`src/hdl/mm4_pkg.sv`:
```
// ---------------------------------------------------------------------------
// mm4_pkg: shared types and constants for the matrix multiply unit
// opcodes, sequencer states and default parameter values
// ---------------------------------------------------------------------------
package mm4_pkg;

  localparam int DIM_DEF       = 4;
  localparam int FRAC_BITS_DEF = 16;
  localparam int MAX_EMIT      = 16;

  localparam int OPCODE_W = 2;
  localparam int INDEX_W  = 4;
  localparam int VALUE_W  = 32;

  typedef enum logic [OPCODE_W-1:0] {
    OP_LOAD_LEFT  = 2'd0,
    OP_LOAD_RIGHT = 2'd1,
    OP_MULTIPLY   = 2'd2
  } opcode_t;

  typedef enum logic [1:0] {
    ST_IDLE,
    ST_MAC,
    ST_WAIT,
    ST_EMIT
  } state_t;

endpackage

```
`src/hdl/mm4_ram.sv`:
```
// ---------------------------------------------------------------------------
// mm4_ram: generic single-port-write, single-port-read ram
// one write and one registered read per cycle
// ---------------------------------------------------------------------------
module mm4_ram #(
  parameter int WIDTH = 32,
  parameter int DEPTH = 16
) (
  input  logic                     clk,
  input  logic                     we,
  input  logic [$clog2(DEPTH)-1:0] waddr,
  input  logic [WIDTH-1:0]         wdata,
  input  logic [$clog2(DEPTH)-1:0] raddr,
  output logic [WIDTH-1:0]         rdata
);

  logic [WIDTH-1:0] mem [DEPTH];
  logic [WIDTH-1:0] rdata_r;

  always_ff @(posedge clk) begin
    if (we) begin
      mem[waddr] <= wdata;
    end
    rdata_r <= mem[raddr];
  end

  assign rdata = rdata_r;

endmodule

```
`src/hdl/matrix4x4_multiply_unit.sv`:
```
// ---------------------------------------------------------------------------
// matrix4x4_multiply_unit: fixed-point square matrix multiply
// loads two column-major matrices, then emits every product entry in order
// ---------------------------------------------------------------------------
// loads (opcode 0 and 1) and ignored opcodes are accepted only in the idle state
// a multiply walks each entry in DIM steps through the single
//   shared 32x32 multiplier (ram read, product and accumulator registers), then an emit
// synchronous active-low reset clears both matrices (per-entry valid bits)
//   and the sequencer; no clearing pass, the block is ready right away
module matrix4x4_multiply_unit #(
  parameter int DIM       = mm4_pkg::DIM_DEF,
  parameter int FRAC_BITS = mm4_pkg::FRAC_BITS_DEF
) (
  input  logic                            clk,
  input  logic                            rst_n,
  input  logic                            in_valid,
  output logic                            in_ready,
  input  logic [mm4_pkg::OPCODE_W-1:0]    in_opcode,
  input  logic [mm4_pkg::INDEX_W-1:0]     in_element_index,
  input  logic signed [mm4_pkg::VALUE_W-1:0] in_element_value,
  output logic                            out_valid,
  input  logic                            out_ready,
  output logic [mm4_pkg::INDEX_W-1:0]     out_product_index,
  output logic signed [mm4_pkg::VALUE_W-1:0] out_product_value,
  output logic                            out_saturated,
  output logic                            out_last_entry
);

  localparam int NENT  = DIM * DIM;
  localparam int AW    = $clog2(NENT);
  localparam int CW    = $clog2(DIM);
  localparam int NEMIT = (NENT > mm4_pkg::MAX_EMIT) ? mm4_pkg::MAX_EMIT : NENT;
  localparam int VW    = mm4_pkg::VALUE_W;
  localparam int PW    = 2 * VW;
  // sum of DIM full products needs CW extra bits
  localparam int ACC_W = PW + CW;
  localparam int IW    = mm4_pkg::INDEX_W;

  localparam logic [IW-1:0] K_LAST  = IW'(NEMIT - 1);
  localparam logic [CW-1:0] I_LAST  = CW'(DIM - 1);
  localparam logic [AW-1:0] DIM_A   = AW'(DIM);
  localparam logic signed [VW-1:0] VAL_MAX = {1'b0, {(VW-1){1'b1}}};
  localparam logic signed [VW-1:0] VAL_MIN = {1'b1, {(VW-1){1'b0}}};

  // ---- state ----
  mm4_pkg::state_t state_r, state_nxt;

  logic [IW-1:0] k_r, k_nxt;          // entry being computed
  logic [CW-1:0] row_r, row_nxt;      // row of that entry
  logic [CW-1:0] i_r, i_nxt;          // dot product step
  logic [AW-1:0] rbase_r, rbase_nxt;  // col * DIM
  logic [AW-1:0] laddr_r, laddr_nxt;  // left read address row + i*DIM
  logic [AW-1:0] raddr_r, raddr_nxt;  // right read address i + col*DIM

  logic [NENT-1:0] lvld_r, rvld_r;    // entry written since reset
  logic            lv_q_r, rv_q_r;

  logic            rd_vld_r, rd_last_r;
  logic            mul_vld_r, mul_last_r;
  logic signed [PW-1:0]    prod_r;
  logic signed [ACC_W-1:0] acc_r;

  logic            out_valid_r;
  logic [IW-1:0]   out_index_r;
  logic signed [VW-1:0] out_value_r;
  logic            out_sat_r, out_last_r;

  // ---- control strobes from the sequencer ----
  logic in_fire, start, issue, acc_clr, emit_load, out_free;
  logic load_we_l, load_we_r, idx_ok;
  logic [AW-1:0] waddr;
  logic [VW-1:0] lq, rq;

  assign in_fire  = in_valid && in_ready;
  assign out_free = !out_valid_r || out_ready;
  assign start    = in_fire && (in_opcode == mm4_pkg::OP_MULTIPLY);

  // loads outside the matrix are dropped
  assign idx_ok    = 32'(in_element_index) < NENT;
  assign waddr     = AW'(in_element_index);
  assign load_we_l = in_fire && idx_ok && (in_opcode == mm4_pkg::OP_LOAD_LEFT);
  assign load_we_r = in_fire && idx_ok && (in_opcode == mm4_pkg::OP_LOAD_RIGHT);

  // ---- next state ----
  always_comb begin
    state_nxt = state_r;
    unique case (state_r)
      mm4_pkg::ST_IDLE: begin
        if (start) begin
          state_nxt = mm4_pkg::ST_MAC;
        end
      end
      mm4_pkg::ST_MAC: begin
        if (i_r == I_LAST) begin
          state_nxt = mm4_pkg::ST_WAIT;
        end
      end
      mm4_pkg::ST_WAIT: begin
        // last product lands in the accumulator at this edge
        if (mul_vld_r && mul_last_r) begin
          state_nxt = mm4_pkg::ST_EMIT;
        end
      end
      mm4_pkg::ST_EMIT: begin
        if (out_free) begin
          state_nxt = (k_r == K_LAST) ? mm4_pkg::ST_IDLE : mm4_pkg::ST_MAC;
        end
      end
      default: state_nxt = mm4_pkg::ST_IDLE;
    endcase
  end

  // ---- sequencer outputs ----
  always_comb begin
    in_ready  = 1'b0;
    issue     = 1'b0;
    emit_load = 1'b0;
    unique case (state_r)
      mm4_pkg::ST_IDLE: in_ready  = 1'b1;
      mm4_pkg::ST_MAC:  issue     = 1'b1;
      mm4_pkg::ST_WAIT: ;
      mm4_pkg::ST_EMIT: emit_load = out_free;
      default: ;
    endcase
  end

  assign acc_clr = issue && (i_r == '0);

  // ---- address walk ----
  always_comb begin
    k_nxt     = k_r;
    row_nxt   = row_r;
    i_nxt     = i_r;
    rbase_nxt = rbase_r;
    laddr_nxt = laddr_r;
    raddr_nxt = raddr_r;
    priority if (start) begin
      k_nxt     = '0;
      row_nxt   = '0;
      i_nxt     = '0;
      rbase_nxt = '0;
      laddr_nxt = '0;
      raddr_nxt = '0;
    end else if (issue) begin
      i_nxt     = (i_r == I_LAST) ? '0 : i_r + 1'b1;
      laddr_nxt = laddr_r + DIM_A;
      raddr_nxt = raddr_r + 1'b1;
    end else if (emit_load && (k_r != K_LAST)) begin
      k_nxt = k_r + 1'b1;
      if (row_r == I_LAST) begin
        // step to the top of the next column
        row_nxt   = '0;
        rbase_nxt = rbase_r + DIM_A;
        laddr_nxt = '0;
        raddr_nxt = rbase_r + DIM_A;
      end else begin
        row_nxt   = row_r + 1'b1;
        laddr_nxt = AW'(row_r + 1'b1);
        raddr_nxt = rbase_r;
      end
    end
  end

  always_ff @(posedge clk) begin
    if (!rst_n) begin
      state_r <= mm4_pkg::ST_IDLE;
      k_r     <= '0;
      row_r   <= '0;
      i_r     <= '0;
      rbase_r <= '0;
      laddr_r <= '0;
      raddr_r <= '0;
      lvld_r  <= '0;
      rvld_r  <= '0;
    end else begin
      state_r <= state_nxt;
      k_r     <= k_nxt;
      row_r   <= row_nxt;
      i_r     <= i_nxt;
      rbase_r <= rbase_nxt;
      laddr_r <= laddr_nxt;
      raddr_r <= raddr_nxt;
      if (load_we_l) begin
        lvld_r[waddr] <= 1'b1;
      end
      if (load_we_r) begin
        rvld_r[waddr] <= 1'b1;
      end
    end
  end

  // ---- matrix stores ----
  mm4_ram #(.WIDTH(VW), .DEPTH(NENT)) u_left_ram (
    .clk   (clk),
    .we    (load_we_l),
    .waddr (waddr),
    .wdata (in_element_value),
    .raddr (laddr_r),
    .rdata (lq)
  );

  mm4_ram #(.WIDTH(VW), .DEPTH(NENT)) u_right_ram (
    .clk   (clk),
    .we    (load_we_r),
    .waddr (waddr),
    .wdata (in_element_value),
    .raddr (raddr_r),
    .rdata (rq)
  );

  // ---- multiply-accumulate pipeline: read, multiply, accumulate ----
  logic signed [VW-1:0] opl, opr;
  // unwritten entries read as zero
  assign opl = lv_q_r ? $signed(lq) : '0;
  assign opr = rv_q_r ? $signed(rq) : '0;

  always_ff @(posedge clk) begin
    if (!rst_n) begin
      rd_vld_r   <= 1'b0;
      rd_last_r  <= 1'b0;
      mul_vld_r  <= 1'b0;
      mul_last_r <= 1'b0;
    end else begin
      rd_vld_r   <= issue;
      rd_last_r  <= issue && (i_r == I_LAST);
      mul_vld_r  <= rd_vld_r;
      mul_last_r <= rd_last_r;
    end
  end

  always_ff @(posedge clk) begin
    lv_q_r <= lvld_r[laddr_r];
    rv_q_r <= rvld_r[raddr_r];
    prod_r <= opl * opr;
    if (acc_clr) begin
      acc_r <= '0;
    end else if (mul_vld_r) begin
      acc_r <= acc_r + ACC_W'(prod_r);
    end
  end

  // ---- scale back and clip ----
  logic signed [ACC_W-1:0] sh;
  logic [ACC_W-VW:0]       upper;
  logic                    fits;
  logic signed [VW-1:0]    clip_val;

  assign sh    = acc_r >>> FRAC_BITS;
  assign upper = sh[ACC_W-1:VW-1];
  assign fits  = (&upper) || !(|upper);

  always_comb begin
    priority if (fits) begin
      clip_val = sh[VW-1:0];
    end else if (sh[ACC_W-1]) begin
      clip_val = VAL_MIN;
    end else begin
      clip_val = VAL_MAX;
    end
  end

  // ---- result register ----
  always_ff @(posedge clk) begin
    if (!rst_n) begin
      out_valid_r <= 1'b0;
    end else if (emit_load) begin
      out_valid_r <= 1'b1;
    end else if (out_ready) begin
      out_valid_r <= 1'b0;
    end
  end

  always_ff @(posedge clk) begin
    if (emit_load) begin
      out_index_r <= k_r;
      out_value_r <= clip_val;
      out_sat_r   <= !fits;
      out_last_r  <= (k_r == K_LAST);
    end
  end

  assign out_valid         = out_valid_r;
  assign out_product_index = out_index_r;
  assign out_product_value = out_value_r;
  assign out_saturated     = out_sat_r;
  assign out_last_entry    = out_last_r;

  // ---- checks ----
  a_prod_in_mac: assert property (@(posedge clk) disable iff (!rst_n)
    mul_vld_r |-> (state_r == mm4_pkg::ST_MAC || state_r == mm4_pkg::ST_WAIT))
    else $error("product outside multiply phase");

  a_last_index: assert property (@(posedge clk) disable iff (!rst_n)
    out_valid |-> (out_last_entry == (out_product_index == K_LAST)))
    else $error("last flag does not match entry index");

  a_sat_value: assert property (@(posedge clk) disable iff (!rst_n)
    out_valid && out_saturated |->
      (out_product_value == VAL_MAX || out_product_value == VAL_MIN))
    else $error("saturated entry not at a range limit");

  a_start: assert property (@(posedge clk) disable iff (!rst_n)
    in_valid && in_ready && (in_opcode == mm4_pkg::OP_MULTIPLY) |=>
      (state_r == mm4_pkg::ST_MAC && k_r == '0 && i_r == '0))
    else $error("multiply did not start at first entry");

endmodule

```
`config.mk`:
```
export PLATFORM = sky130hd
export DESIGN_NAME = matrix4x4_multiply_unit
export DESIGN_NICKNAME = d
export VERILOG_FILES = /design/src/hdl/mm4_pkg.sv /design/src/hdl/mm4_ram.sv /design/src/hdl/matrix4x4_multiply_unit.sv
export SDC_FILE = /design/constraint.sdc
export NUM_CORES = 2
export LEC_CHECK = 0
export BUFFER_PORTS_ARGS = -buffer_cell sky130_fd_sc_hd__buf_2
export CORE_MARGIN = 3
export CORE_UTILIZATION = 56
export DETAILED_ROUTE_END_ITERATION = 10
export PLACE_DENSITY = 0.72
export SYNTH_ARGS = -nofsm -noshare
export SYNTH_HDL_FRONTEND = slang
export SYNTH_SLANG_ARGS = --single-unit
```
`constraint.sdc`:
```
create_clock -name clk -period 9.9 [get_ports clk]
set_clock_uncertainty 0.05 [all_clocks]
set_input_delay 1.98 -clock clk [delete_from_list [all_inputs] [get_ports clk]]
set_output_delay 1.98 -clock clk [all_outputs]
set_load 0.1 [all_outputs]
```
==> load_flow_metrics.sql <==
INSERT INTO impl_metrics (metric_group, metric, value, unit) VALUES
('cts', 'cts.repair_timing.setup_buffer_count', '0', ''),
('cts', 'cts.reportedPaths.clkPinSlew', '0.07', 'ns'),
('detailed_routing', 'via_per_inst', '6.03', ''),
('setup_path', 'timing.critical_path.from', 'rv_q_r$_DFF_P_', ''),
('cts', 'clock_tree.buffer_depth', '3', ''),
('setup_path', 'arrival', '9.85', 'ns'),
('global_route', 'wire_length_of_the_first_global_routing_pass', '358000', 'um'),
('sta', 'grt_setup_unrepaired', 'false', ''),
('sta', 'worst_pin_slew', '1.24', 'ns'),
('setup_path', 'critical_path_required', '10.49', 'ns'),
('synth', 'netlist_top_cells_count', 'fa_1 (1083), edfxtp_1 (1062), inv_1 (1022)', ''),
('detailed_routing', 'routed_wirelength', '236000', 'um'),
('synth', 'synthesis.area_per_instance', '13.0', 'um2'),
('detailed_routing', 'num_vias', '53300', ''),
('cts', 'cts_tree', 'built', ''),
('final_layout', 'drive_gt1_share', '12.3', '%'),
('die', 'row_count', '143', ''),
('synth', 'yosysTopAreaCell', 'edfxtp_1', ''),
('synth', 'post_synthesis_instance_area', '86200', 'um2'),
('sta', 'finalSetupViolations', '0', ''),
('pwr', 'total_power', '12.4', 'mW'),
('detailed_routing', 'drtPass1Iterations', '7', ''),
('global_route', 'grt.met3_usage', '7.47', '%'),
('die', 'io-pin-count', '82', ''),
('cts', 'tritoncts_sinks', '1315', ''),
('sta', 'timing.final.crit_period', '9.26', 'ns'),
('pwr', 'vdd.ir_drop.worst', '0.000241', 'V'),
('setup_path', 'critical_path.max_fanout', '34', ''),
('setup_path', 'r2r_setup_slack', '0.64', 'ns'),
('setup_path', 'worst_r2r_path_depth', '29', ''),
('setup_path', 'worstReg2RegEnd', 'prod_r[57]$_DFF_P_', ''),
('synth', 'synth.area.top_cells', 'edfxtp_1 (37%), fa_1 (25%), mux4_2 (8.6%), dfxtp_1 (5.9%), inv_1 (4.4%)', ''),
('synth', 'synth_top_flop_cell', 'edfxtp_1', ''),
('sta', 'slew_viol_final', '0', ''),
('global_route', 'initial_antenna_violation_count', '11', ''),
('sta', 'setup-tns-final', '0', 'ns'),
('synth', 'synth_enable_flop_cells', '1062', ''),
('final_layout', 'synthToLayoutAreaGrowth', '8.77', '%'),
('final_layout', 'final_net_count', '8078', ''),
('placement', 'numPortBuffers', '81', ''),
('synth', 'yosysWarningCount', '0', ''),
('cts', 'clock_insertion_delay_worst_skew', '0.79', 'ns'),
('detailed_routing', 'drtAntennaViolNets', '0', ''),
('synth', 'yosys_register_bits', '1315', ''),
('sta', 'slew-limit-headroom', '17.3', '%'),
('setup_path', 'timing_worst_setup_path_type', 'reg -> reg', ''),
('global_route', 'track_usage', '30.6', '%'),
('synth', 'yosysTopAreaCellShare', '37.0', '%'),
('global_route', 'grt_met2_use', '48.3', '%'),
('detailed_routing', 'routedWlPerCell', '26.7', 'um'),
('cts', 'cts_root_buf', 'clkbuf_16', ''),
('global_route', 'grt-busiest-layer', 'met2', ''),
('detailed_routing', 'remaining_drc_errors', '0', ''),
('synth', 'asyncSetResetFlopFracSynth', '0', '%'),
('synth', 'synth.net_count', '8024', ''),
('detailed_routing', 'initialDrtViolationCount', '5627', ''),
('die', 'die-area', '159000', 'um2'),
('setup_path', 'startpoint_type', 'flop', ''),
('setup_path', 'longest_individual_stage_delay_on_the_worst_path', '0.79', 'ns'),
('cts', 'cts-htree-levels', '4', ''),
('die', 'fp.dieW', '398', 'um'),
('synth', 'synth_sequential_area_ratio', '42.9', '%'),
('setup_path', 'timing.critical_path.mode_cell', 'fa_1', ''),
('synth', 'yosysMostFrequentCell', 'fa_1', ''),
('job', 'max-cap-violations', '0', ''),
('global_route', 'pin_count_of_the_biggest_net_entering_global_routing', '101', ''),
('outcome', 'outcome', 'finished clean', ''),
('min_path', 'holdCritPathClass', 'reg -> reg', ''),
('setup_path', 'critical-path-slowest-cell', 'dfxtp_2', ''),
('sta', 'achievable-frequency', '108', 'MHz'),
('setup_path', 'cp-endpoint', 'prod_r[57]$_DFF_P_', '');
[worst min-delay path by stage]
stage,startpoint,end,cells past startpoint
floorplan,rd_last_r$_SDFF_PN0_,mul_last_r$_SDFF_PN0_,1
global placement,rd_vld_r$_SDFF_PN0_,mul_vld_r$_SDFF_PN0_,1
detailed placement,rd_vld_r$_SDFF_PN0_,mul_vld_r$_SDFF_PN0_,1
CTS,rd_last_r$_SDFF_PN0_,mul_last_r$_SDFF_PN0_,1
global route,lvld_r[1]$_SDFFE_PN0P_,lvld_r[1]$_SDFFE_PN0P_,1
finish,rd_last_r$_SDFF_PN0_,mul_last_r$_SDFF_PN0_,1
[layer usage]
metal	vias up	routed length [um]
met3	663	24000
met2	3044	110000
li1	22200	-
met1	27500	89600
met5	-	40
met4	6	12100
[critical path: cells and delay by family (launching register included)]
| family | cells | cell delay [ns] |
|---|---|---|
| buf+inv | 7 | 0.50 |
| flops | 1 | 0.79 |
| simple gates | 5 | 1.71 |
| compound gates | 7 | 1.58 |
| xor+xnor | 1 | 0.13 |
| fa+ha+maj | 9 | 4.37 |
[placed cells by master, fill, tap and decap left out, drive strengths merged, types with 16 or more instances in the layout]
cell / n
o21a: 50
edfxtp: 1062
fa: 1083
nand3: 45
mux4: 330
a21o: 126
ha: 258
xor2: 51
a211oi: 21
o21ai: 68
clkbuf: 185
mux2i: 56
a31oi: 19
dfxtp: 253
and2: 68
buf: 259
nand2: 616
xnor2: 78
clkinv: 50
a21oi: 130
o21bai: 16
and3: 17
nand4: 41
nor3: 25
inv: 1027
nand2b: 19
nor2: 707
[cell families (layout without fill, tap and decap cells)]
group	Yosys count	in the layout	share of synthesized area (%)
other	0	4	0
AND/OR/NAND/NOR	1590	1590	7.65
XOR/XNOR	129	129	1.31
AO/OA/AOI/OAI	513	513	4.04
adder cells (fa/ha/maj)	1341	1341	28.9
buffers and inverters	1364	1527	5.94
multiplexers	389	389	9.31
flip-flops	1315	1315	42.9
[power by group]
group,total [mW],switching [mW],internal (mW)
sequential,6.30,0.165,6.14
combinational,1.22,0.716,0.500
clock,4.86,2.17,2.69
[sequential cells by signal, summed over array words and instances, names as in the netlist, 2 cells and up]
| signal | cells |
|---|---|
| u_left_ram.rdata | 32 |
| laddr_r | 4 |
| acc_r | 66 |
| raddr_r | 4 |
| u_right_ram.rdata | 32 |
| prod_r | 64 |
| rbase_r | 2 |
| k_r | 4 |
| lvld_r | 16 |
| i_r | 2 |
| u_left_ram.mem | 512 |
| u_right_ram.mem | 512 |
| row_r | 2 |
| state_r | 2 |
| rvld_r | 16 |
| out_product_index | 4 |
| out_product_value | 32 |
[cell type report]
class / instances / area, um2
inverter: 1024 / 3840
timing repair buffer: 259 / 1750
clock inverter: 59 / 621
fill: 11700 / 58600
clock buffer: 185 / 3650
multi-input combinational: 3962 / 44400
antenna: 4 / 10.0
tap: 2030 / 2540
sequential: 1315 / 37000
[through the flow]
step	hold WS [ns]	cell area, um2	utilization, %	worst slack [ns]	instances
floorplan	0.362	86200	-	1.54	6641
finish	0.392	93800	61.5	0.644	8838
global route	0.422	93800	61.5	0.260	8836
detailed placement	0.373	89500	58.7	0.837	8590
CTS	0.399	93800	61.5	0.818	8834
global placement	0.365	89500	58.7	0.967	8590
Power figures use the tool's default switching activity.
